$ cat src/u8s_pkg.sv
// Shared types and constants of the UTF-8 stream sanitizer.
package u8s_pkg;

    localparam int CMD_DEPTH = 4;
    localparam int CMD_UNITS = 4;
    localparam int CNT_W     = 3;

    localparam logic [7:0] ASCII_LIM  = 8'h80;
    localparam logic [7:0] LEAD2_MIN  = 8'hC2;
    localparam logic [7:0] LEAD3_MIN  = 8'hE0;
    localparam logic [7:0] LEAD4_MIN  = 8'hF0;
    localparam logic [7:0] LEAD_LIM   = 8'hF5;
    localparam logic [7:0] CONT_MASK  = 8'hC0;
    localparam logic [7:0] CONT_TAG   = 8'h80;
    localparam logic [7:0] LEAD_E0    = 8'hE0;
    localparam logic [7:0] LEAD_ED    = 8'hED;
    localparam logic [7:0] LEAD_F0    = 8'hF0;
    localparam logic [7:0] LEAD_F4    = 8'hF4;
    localparam logic [7:0] E0_MIN     = 8'hA0;
    localparam logic [7:0] ED_LIM     = 8'hA0;
    localparam logic [7:0] F0_MIN     = 8'h90;
    localparam logic [7:0] F4_MAX     = 8'h8F;

    localparam logic [7:0] REPL_SEQ [3] = '{8'hEF, 8'hBF, 8'hBD};

    typedef struct packed {
        logic [7:0] in_byte;
        logic       in_end;
    } t_in;

    typedef struct packed {
        logic [7:0] out_byte;
        logic       run_last;
    } t_out;

    typedef struct packed {
        logic       repl;
        logic [7:0] data;
    } t_unit;

    typedef struct packed {
        logic [CNT_W-1:0]            cnt;
        t_unit [CMD_UNITS-1:0]       units;
    } t_cmd;

endpackage

$ cat src/u8s_front.sv
// Front end: holds the pending sequence and turns each request into an emit command.
module u8s_front (
    input  logic          i_clk,
    input  logic          i_rst_n,
    input  logic          i_accept,
    input  u8s_pkg::t_in  i_data,
    output u8s_pkg::t_cmd o_cmd
);
    import u8s_pkg::*;

    logic [7:0] r_lead, n_lead;
    logic [1:0] r_hc, n_hc;
    logic [2:0] r_seq, n_seq;
    logic [7:0] r_cont [2];
    logic [7:0] n_cont [2];

    function automatic logic second_ok(input logic [7:0] lead, input logic [7:0] b);
        logic res;
        res = 1'b1;
        if (lead == LEAD_E0) res = (b >= E0_MIN);
        if (lead == LEAD_ED) res = (b < ED_LIM);
        if (lead == LEAD_F0) res = (b >= F0_MIN);
        if (lead == LEAD_F4) res = (b <= F4_MAX);
        return res;
    endfunction

    always_comb begin
        t_cmd             c;
        logic [CNT_W-1:0] n;
        logic             take_fresh;
        logic             ok;
        logic [7:0]       b;
        c          = '0;
        n          = '0;
        take_fresh = 1'b1;
        ok         = 1'b0;
        b          = i_data.in_byte;
        n_lead     = r_lead;
        n_hc       = r_hc;
        n_seq      = r_seq;
        n_cont     = r_cont;
        if (r_seq != 3'd0) begin
            ok = ((b & CONT_MASK) == CONT_TAG);
            if (ok && r_hc == 2'd0) begin
                ok = second_ok(r_lead, b);
            end
            if (ok) begin
                take_fresh = 1'b0;
                if (({1'b0, r_hc} + 3'd2 >= r_seq) || r_hc >= 2'd2) begin
                    c.units[n[1:0]] = '{repl: 1'b0, data: r_lead};
                    n = n + 3'd1;
                    for (int k = 0; k < 2; k++) begin
                        if (2'(k) < r_hc) begin
                            c.units[n[1:0]] = '{repl: 1'b0, data: r_cont[k]};
                            n = n + 3'd1;
                        end
                    end
                    c.units[n[1:0]] = '{repl: 1'b0, data: b};
                    n = n + 3'd1;
                    n_lead = '0;
                    n_hc   = '0;
                    n_seq  = '0;
                end else begin
                    n_cont[r_hc[0]] = b;
                    n_hc = r_hc + 2'd1;
                end
            end else begin
                for (int k = 0; k < 3; k++) begin
                    if (2'(k) <= r_hc) begin
                        c.units[n[1:0]] = '{repl: 1'b1, data: 8'h00};
                        n = n + 3'd1;
                    end
                end
                n_lead = '0;
                n_hc   = '0;
                n_seq  = '0;
            end
        end
        if (take_fresh) begin
            if (b < ASCII_LIM) begin
                c.units[n[1:0]] = '{repl: 1'b0, data: b};
                n = n + 3'd1;
            end else if (b < LEAD2_MIN || b >= LEAD_LIM) begin
                c.units[n[1:0]] = '{repl: 1'b1, data: 8'h00};
                n = n + 3'd1;
            end else begin
                n_lead = b;
                n_hc   = '0;
                if (b < LEAD3_MIN) begin
                    n_seq = 3'd2;
                end else if (b < LEAD4_MIN) begin
                    n_seq = 3'd3;
                end else begin
                    n_seq = 3'd4;
                end
            end
        end
        if (i_data.in_end && n_seq != 3'd0) begin
            for (int k = 0; k < 3; k++) begin
                if (2'(k) <= n_hc) begin
                    c.units[n[1:0]] = '{repl: 1'b1, data: 8'h00};
                    n = n + 3'd1;
                end
            end
            n_lead = '0;
            n_hc   = '0;
            n_seq  = '0;
        end
        c.cnt = n;
        o_cmd = c;
    end

    always_ff @(posedge i_clk) begin
        if (!i_rst_n) begin
            r_lead <= '0;
            r_hc   <= '0;
            r_seq  <= '0;
        end else if (i_accept) begin
            r_lead <= n_lead;
            r_hc   <= n_hc;
            r_seq  <= n_seq;
        end
    end

    always_ff @(posedge i_clk) begin
        if (i_accept) begin
            r_cont <= n_cont;
        end
    end

`ifndef SYNTHESIS
    a_end_clears: assert property (@(posedge i_clk) disable iff (!i_rst_n)
        (i_accept && i_data.in_end) |=> (r_seq == 3'd0))
        else $error("sequence still pending after end of stream");
    a_hc_bound: assert property (@(posedge i_clk) disable iff (!i_rst_n)
        (r_seq != 3'd0) |-> ({1'b0, r_hc} + 3'd1 < r_seq))
        else $error("held count reaches sequence length");
`endif

endmodule

$ cat src/u8s_cmd_fifo.sv
// Command queue between the front end and the output expander.
module u8s_cmd_fifo #(
    parameter int DEPTH = u8s_pkg::CMD_DEPTH
) (
    input  logic          i_clk,
    input  logic          i_rst_n,
    input  logic          i_push,
    input  u8s_pkg::t_cmd i_cmd,
    input  logic          i_pop,
    output logic          o_full,
    output logic          o_valid,
    output u8s_pkg::t_cmd o_head
);
    import u8s_pkg::*;

    localparam int AW = (DEPTH > 1) ? $clog2(DEPTH) : 1;
    localparam int CW = $clog2(DEPTH + 1);

    t_cmd          r_mem [DEPTH];
    logic [AW-1:0] r_wr, n_wr;
    logic [AW-1:0] r_rd, n_rd;
    logic [CW-1:0] r_cnt, n_cnt;
    logic          do_push, do_pop;

    assign do_push = i_push && !o_full;
    assign do_pop  = i_pop && o_valid;
    assign o_full  = (r_cnt == CW'(DEPTH));
    assign o_valid = (r_cnt != '0);
    assign o_head  = r_mem[r_rd];

    always_comb begin
        n_wr  = r_wr;
        n_rd  = r_rd;
        n_cnt = r_cnt;
        if (do_push) begin
            n_wr = (r_wr == AW'(DEPTH - 1)) ? '0 : r_wr + AW'(1);
        end
        if (do_pop) begin
            n_rd = (r_rd == AW'(DEPTH - 1)) ? '0 : r_rd + AW'(1);
        end
        if (do_push && !do_pop) begin
            n_cnt = r_cnt + CW'(1);
        end else if (do_pop && !do_push) begin
            n_cnt = r_cnt - CW'(1);
        end
    end

    always_ff @(posedge i_clk) begin
        if (!i_rst_n) begin
            r_wr  <= '0;
            r_rd  <= '0;
            r_cnt <= '0;
        end else begin
            r_wr  <= n_wr;
            r_rd  <= n_rd;
            r_cnt <= n_cnt;
        end
    end

    always_ff @(posedge i_clk) begin
        if (do_push) begin
            r_mem[r_wr] <= i_cmd;
        end
    end

`ifndef SYNTHESIS
    a_no_overflow: assert property (@(posedge i_clk) disable iff (!i_rst_n)
        i_push |-> !o_full)
        else $error("command pushed into full queue");
    a_no_empty_cmd: assert property (@(posedge i_clk) disable iff (!i_rst_n)
        i_push |-> (i_cmd.cnt != '0))
        else $error("empty command queued");
`endif

endmodule

$ cat src/u8s_back.sv
// Back end: expands queued commands into output bytes through an output register.
module u8s_back (
    input  logic          i_clk,
    input  logic          i_rst_n,
    input  logic          i_head_valid,
    input  u8s_pkg::t_cmd i_head,
    output logic          o_head_pop,
    input  logic          i_pop,
    output logic          o_empty,
    output u8s_pkg::t_out o_data
);
    import u8s_pkg::*;

    logic [1:0] r_unit, n_unit;
    logic [1:0] r_sub, n_sub;
    logic       r_valid, n_valid;
    t_out       r_out;
    t_unit      cur;
    logic [7:0] cur_byte;
    logic       unit_done;
    logic       last;
    logic       advance;

    assign cur       = i_head.units[r_unit];
    assign cur_byte  = cur.repl ? REPL_SEQ[r_sub] : cur.data;
    assign unit_done = !cur.repl || (r_sub == 2'd2);
    assign last      = unit_done && (({1'b0, r_unit} + 3'd1) == i_head.cnt);
    assign advance   = i_head_valid && (!r_valid || i_pop);
    assign o_head_pop = advance && last;
    assign o_empty   = !r_valid;
    assign o_data    = r_out;

    always_comb begin
        n_unit  = r_unit;
        n_sub   = r_sub;
        n_valid = r_valid;
        if (advance) begin
            n_valid = 1'b1;
            if (unit_done) begin
                n_sub  = '0;
                n_unit = last ? 2'd0 : r_unit + 2'd1;
            end else begin
                n_sub = r_sub + 2'd1;
            end
        end else if (i_pop) begin
            n_valid = 1'b0;
        end
    end

    always_ff @(posedge i_clk) begin
        if (!i_rst_n) begin
            r_unit  <= '0;
            r_sub   <= '0;
            r_valid <= 1'b0;
        end else begin
            r_unit  <= n_unit;
            r_sub   <= n_sub;
            r_valid <= n_valid;
        end
    end

    always_ff @(posedge i_clk) begin
        if (advance) begin
            r_out <= '{out_byte: cur_byte, run_last: last};
        end
    end

`ifndef SYNTHESIS
    a_sub_range: assert property (@(posedge i_clk) disable iff (!i_rst_n)
        r_sub != 2'd3)
        else $error("replacement index out of range");
    a_unit_range: assert property (@(posedge i_clk) disable iff (!i_rst_n)
        i_head_valid |-> ({1'b0, r_unit} < i_head.cnt))
        else $error("unit index beyond command");
`endif

endmodule

$ cat src/utf8_stream_sanitizer.sv
// Top level of the UTF-8 stream sanitizer.
//
//  channel | handshake         | payload
//  --------+-------------------+-------------------------------
//  input   | i_push / o_full   | i_data  (in_byte, in_end)
//  output  | i_pop  / o_empty  | o_data  (out_byte, run_last)
//
// One input byte is taken per cycle while the command queue has room.
// Output leaves at one byte per cycle while i_pop is high; an input byte yields 0
// to 12 bytes, so expansion (replacements, three bytes each) fills the queue and
// raises o_full. A request's first byte passes the queue, then the output register.
// Synchronous reset clears the pending sequence, queue and output valid flag.
// A stalled output holds its byte; the front keeps accepting until the queue fills.
module utf8_stream_sanitizer #(
    parameter int CMD_DEPTH = u8s_pkg::CMD_DEPTH
) (
    input  logic          i_clk,
    input  logic          i_rst_n,
    input  logic          i_push,
    input  u8s_pkg::t_in  i_data,
    output logic          o_full,
    input  logic          i_pop,
    output logic          o_empty,
    output u8s_pkg::t_out o_data
);
    import u8s_pkg::*;

    logic accept;
    t_cmd cmd;
    t_cmd head;
    logic head_valid;
    logic head_pop;

    assign accept = i_push && !o_full;

    u8s_front u_front (
        .i_clk    (i_clk),
        .i_rst_n  (i_rst_n),
        .i_accept (accept),
        .i_data   (i_data),
        .o_cmd    (cmd)
    );

    u8s_cmd_fifo #(
        .DEPTH (CMD_DEPTH)
    ) u_fifo (
        .i_clk   (i_clk),
        .i_rst_n (i_rst_n),
        .i_push  (accept && (cmd.cnt != '0)),
        .i_cmd   (cmd),
        .i_pop   (head_pop),
        .o_full  (o_full),
        .o_valid (head_valid),
        .o_head  (head)
    );

    u8s_back u_back (
        .i_clk        (i_clk),
        .i_rst_n      (i_rst_n),
        .i_head_valid (head_valid),
        .i_head       (head),
        .o_head_pop   (head_pop),
        .i_pop        (i_pop),
        .o_empty      (o_empty),
        .o_data       (o_data)
    );

endmodule

$ cat config.mk
export PLATFORM = sky130hd
export DESIGN_NAME = utf8_stream_sanitizer
export DESIGN_NICKNAME = d
export VERILOG_FILES = /design/src/u8s_pkg.sv /design/src/u8s_front.sv /design/src/u8s_cmd_fifo.sv /design/src/u8s_back.sv /design/src/utf8_stream_sanitizer.sv
export SDC_FILE = /design/constraint.sdc
export NUM_CORES = 1
export LEC_CHECK = 0
export BUFFER_PORTS_ARGS = -buffer_cell sky130_fd_sc_hd__clkbuf_2
export CORE_MARGIN = 1.5
export CORE_UTILIZATION = 70
export CTS_BUF_LIST = sky130_fd_sc_hd__clkbuf_4 sky130_fd_sc_hd__clkbuf_8
export CTS_CLUSTER_SIZE = 24
export DETAILED_ROUTE_END_ITERATION = 6
export GPL_ROUTABILITY_DRIVEN = 0
export MAX_ROUTING_LAYER = met4
export PLACE_DENSITY = 0.94
export SLEW_MARGIN = 20
export SYNTH_ARGS = -nofsm -noshare
export SYNTH_HDL_FRONTEND = slang
export SYNTH_SLANG_ARGS = --single-unit
$ cat constraint.sdc
create_clock -name i_clk -period 15.05 [get_ports i_clk]
set_input_delay 1.505 -clock i_clk [delete_from_list [all_inputs] [get_ports i_clk]]
set_output_delay 1.505 -clock i_clk [all_outputs]
set_load 0.05 [all_outputs]
==> impl_metrics.tcl <==
set metrics [dict create \
    crit_path_end_kind "flop" \
    worstSetupPathType "in2reg" \
    gr-usage-all-layers_pct 32.46 \
    cp-start-kind "primary input" \
    die_w_um 118.7 \
    fmax_mhz 140.8 \
    drive_gt1_share_pct 20.90 \
    fin_crit_sh_pct 47.21 \
    max_stage_delay_ns 0.45 \
    async_reset_ff_share_pct 0 \
    post_synth.cell_area_avg_um2 15.45 \
    grt_pass1_vias 6035 \
    maxCapViolCount 0 \
    ys_ff_latch 208 \
    synth.area.mux_share_pct 13.15 \
    finalMaxSlewViolations 0 \
    dp.final_hpwl_mm 14.05 \
    critPathBufInv 4 \
    drt-pass1-iter-count 6 \
    synth_area_mm2 0.009375 \
    antenna_found_initial 0 \
    ys_types 58 \
    grt_max_degree 40 \
    fin_tns_setup_ns 0 \
    worstHoldPathType "reg2reg" \
    slowest_stage "fa_1" \
    syn2layout_area_growth_pct 9.488 \
    wl_per_cell_um 24.98 \
    grt.overflow.total 0 \
    num_io_pins 24 \
    cp.required_ns 15.44 \
    ys_seq_area_share_pct 63.74 \
    numCtsBuffers 34 \
    fill_cells 658 \
    synthAdderAreaFrac_pct 4.084 \
    path_clk_slew_ns 0.06 \
    dieArea_mm2 0.01410 \
    status "complete, no violations" \
    nets 689 \
    setup_slack_ns 7.946 \
    insertion_delay_ns 0.51 \
    synthCells 607 \
    synth_xor_xnor_area_share_pct 0.5605 \
    cts_resized 0 \
    p_leak_nw 3.606 \
    design.core.area_mm2 0.01314 \
    cpLargestDelayFamily "compound AO/OA/AOI/OAI gates" \
    htreeDepth 2 \
    grt_pass1_wl_mm 33.45 \
    yosysTopAreaCell "edfxtp_1" \
    drt-initial-drc-count 736 \
    synth_common_cells "edfxtp_1 (181), mux4_2 (46), nand2_1 (34)" \
    postCtsSetupBuffers 0 \
    ys.flop_type "edfxtp_1" \
    synth-edff-count 181 \
    synth_compound_area_share_pct 8.581 \
    period_minus_slack_ns 7.104 \
    drc_errors 0 \
    ir_drop_mv 0.06106 \
    timing.slew.headroom_pct 24.75 \
    hold_viol_final 0 \
    synth_most_common_cell "edfxtp_1" \
    fin_skew_ns 0.02548 \
    wl_mm 21.13 \
    post-synth-top-area-fraction_pct 57.97 \
    rsz0062_at_grt "no" \
    clk_path_buf_depth 3 \
    viasPerCell 6.999 \
    synth_top_family_by_area "multiplexers" \
    num_antenna_cells 0 \
    setup_violations 0 \
    power.density_mw_per_mm2 146.3 \
    ys_warn_count 0 \
    synth_simple_gate_area_share_pct 7.554 \
    finalHoldWorstSlack_ns 0.5152 \
    start_util_pct 71.36 \
    cts_tree "yes" \
    ant_nets 0 \
    clk_root_buffer_cell "clkbuf_8" \
    portBuffers 23 \
    tightest_slew_ns 1.129 \
    synthTopCellsByArea "edfxtp_1 (58%), mux4_2 (11%), dfxtp_1 (5.8%)" \
    die_y_um 118.7 \
    cts_sinks 208 \
    postCtsHoldBufs 0 \
    syn_nets 650 \
    worstPathMaxFanout 12 \
    rows 42 \
    vias 5921 \
    dp_slack_ns 7.705 \
    cp.arrival_ns 7.49 \
    crit_top_cell "ha_1" \
]
## through the flow
step | power (mW) | utilization (%) | instances | area [µm²]
final | 1.502 | 78.13 | 846 | 10260
after global routing | 1.558 | 78.13 | 846 | 10260
after CTS | 1.502 | 78.09 | 846 | 10260
after detailed placement | 1.060 | 73.32 | 786 | 9633
after global placement | 1.030 | 73.32 | 786 | 9633
after floorplan | 0.9765 | - | 607 | 9375
## layout make-up
| type | instances | area, µm² | area share (%) |
|---|---|---|---|
| inverter | 28 | 105.1 | 1.024 |
| multi-input combinational | 347 | 3192 | 31.09 |
| clock inverter | 15 | 75.07 | 0.7314 |
| timing repair buffer | 27 | 145.1 | 1.414 |
| tap | 176 | 220.2 | 2.145 |
| sequential | 208 | 5977 | 58.23 |
| clock buffer | 45 | 550.5 | 5.363 |
## cell families after synthesis
family	Yosys count
simple gates	137
buf+inv	52
compound gates	112
mux	62
xor+xnor	6
flops	208
fa+ha+maj	30
## worst register-to-register path: stages (launching register included)
cell      delay (ns)
dfxtp_1         0.47
inv_1           0.26
ha_1            0.43
inv_1           0.13
or2_2           0.34
o21ai_0         0.41
o21ai_0         0.16
nand2_1         0.15
inv_1           0.06
ha_1            0.27
o221a_2         0.33
ha_1            0.31
nand2_1         0.05
o32ai_1         0.34
a21o_1          0.19
inv_1           0.08
ha_1            0.20
o21a_1          0.13
a211o_1         0.27
nand3_1         0.17
o21a_1          0.32
ha_1            0.24
inv_1           0.07
fa_1            0.45
xor2_1          0.18
or3_1           0.33
a21boi_0        0.30
## worst paths after layout
kind                                  end  cells past startpoint                    startpoint  slack [ns]
min reg2reg  u_back.r_sub[0]$_SDFFE_PN0P_                      2  u_back.r_sub[0]$_SDFFE_PN0P_        0.52
max          u_fifo.r_cnt[2]$_SDFFE_PN0P_                     26                     i_data[6]        7.95
max reg2reg  u_fifo.r_cnt[2]$_SDFFE_PN0P_                     26  u_front.r_hc[1]$_SDFFE_PN0P_        8.30
min          u_back.r_sub[0]$_SDFFE_PN0P_                      2  u_back.r_sub[0]$_SDFFE_PN0P_        0.52
## where the power goes
part | leakage [nW] | internal (mW) | switching, mW
Combinational | 1.33 | 0.123 | 0.196
Clock | 0.322 | 0.240 | 0.209
Sequential | 1.95 | 0.703 | 0.0310
## flip-flops by register name, indices dropped and copies added, names as in the netlist, 3 cells and up, named ones only
signal,count
u_fifo.r_cnt,3
u_back.o_data,9
u_fifo.r_mem,156
u_front.r_cont,16
u_front.r_seq,3
u_front.r_lead,8
## cells in the final DEF (no fill, tap or decap), types with 4 or more instances in the layout
cell type,netlist,routed
a21boi_0,8,8
a21o_1,8,8
a21oi_1,15,15
a22o_1,14,14
a22oi_1,7,7
a31oi_1,4,4
a32o_1,7,7
and2_1,14,10
buf_4,0,4
clkbuf_2,1,23
clkbuf_4,0,11
clkbuf_8,0,34
clkinv_1,1,10
dfxtp_1,27,26
edfxtp_1,181,181
ha_1,29,29
inv_1,27,27
mux2i_1,11,11
mux4_2,46,46
nand2_1,34,34
nand3_1,11,11
nor2_1,24,24
nor2b_1,17,17
nor3_1,13,12
nor3b_1,4,4
o21ai_0,21,21
or3_1,7,7
xnor2_1,4,4
## per-layer routing
metal  share of wire (%)  track usage [%]
met4                 3.9            12.95
met2                  50            51.74
met5                   0                -
met1                  36            42.41
met3                  10            5.695
(Power assumes the default switching activity.)
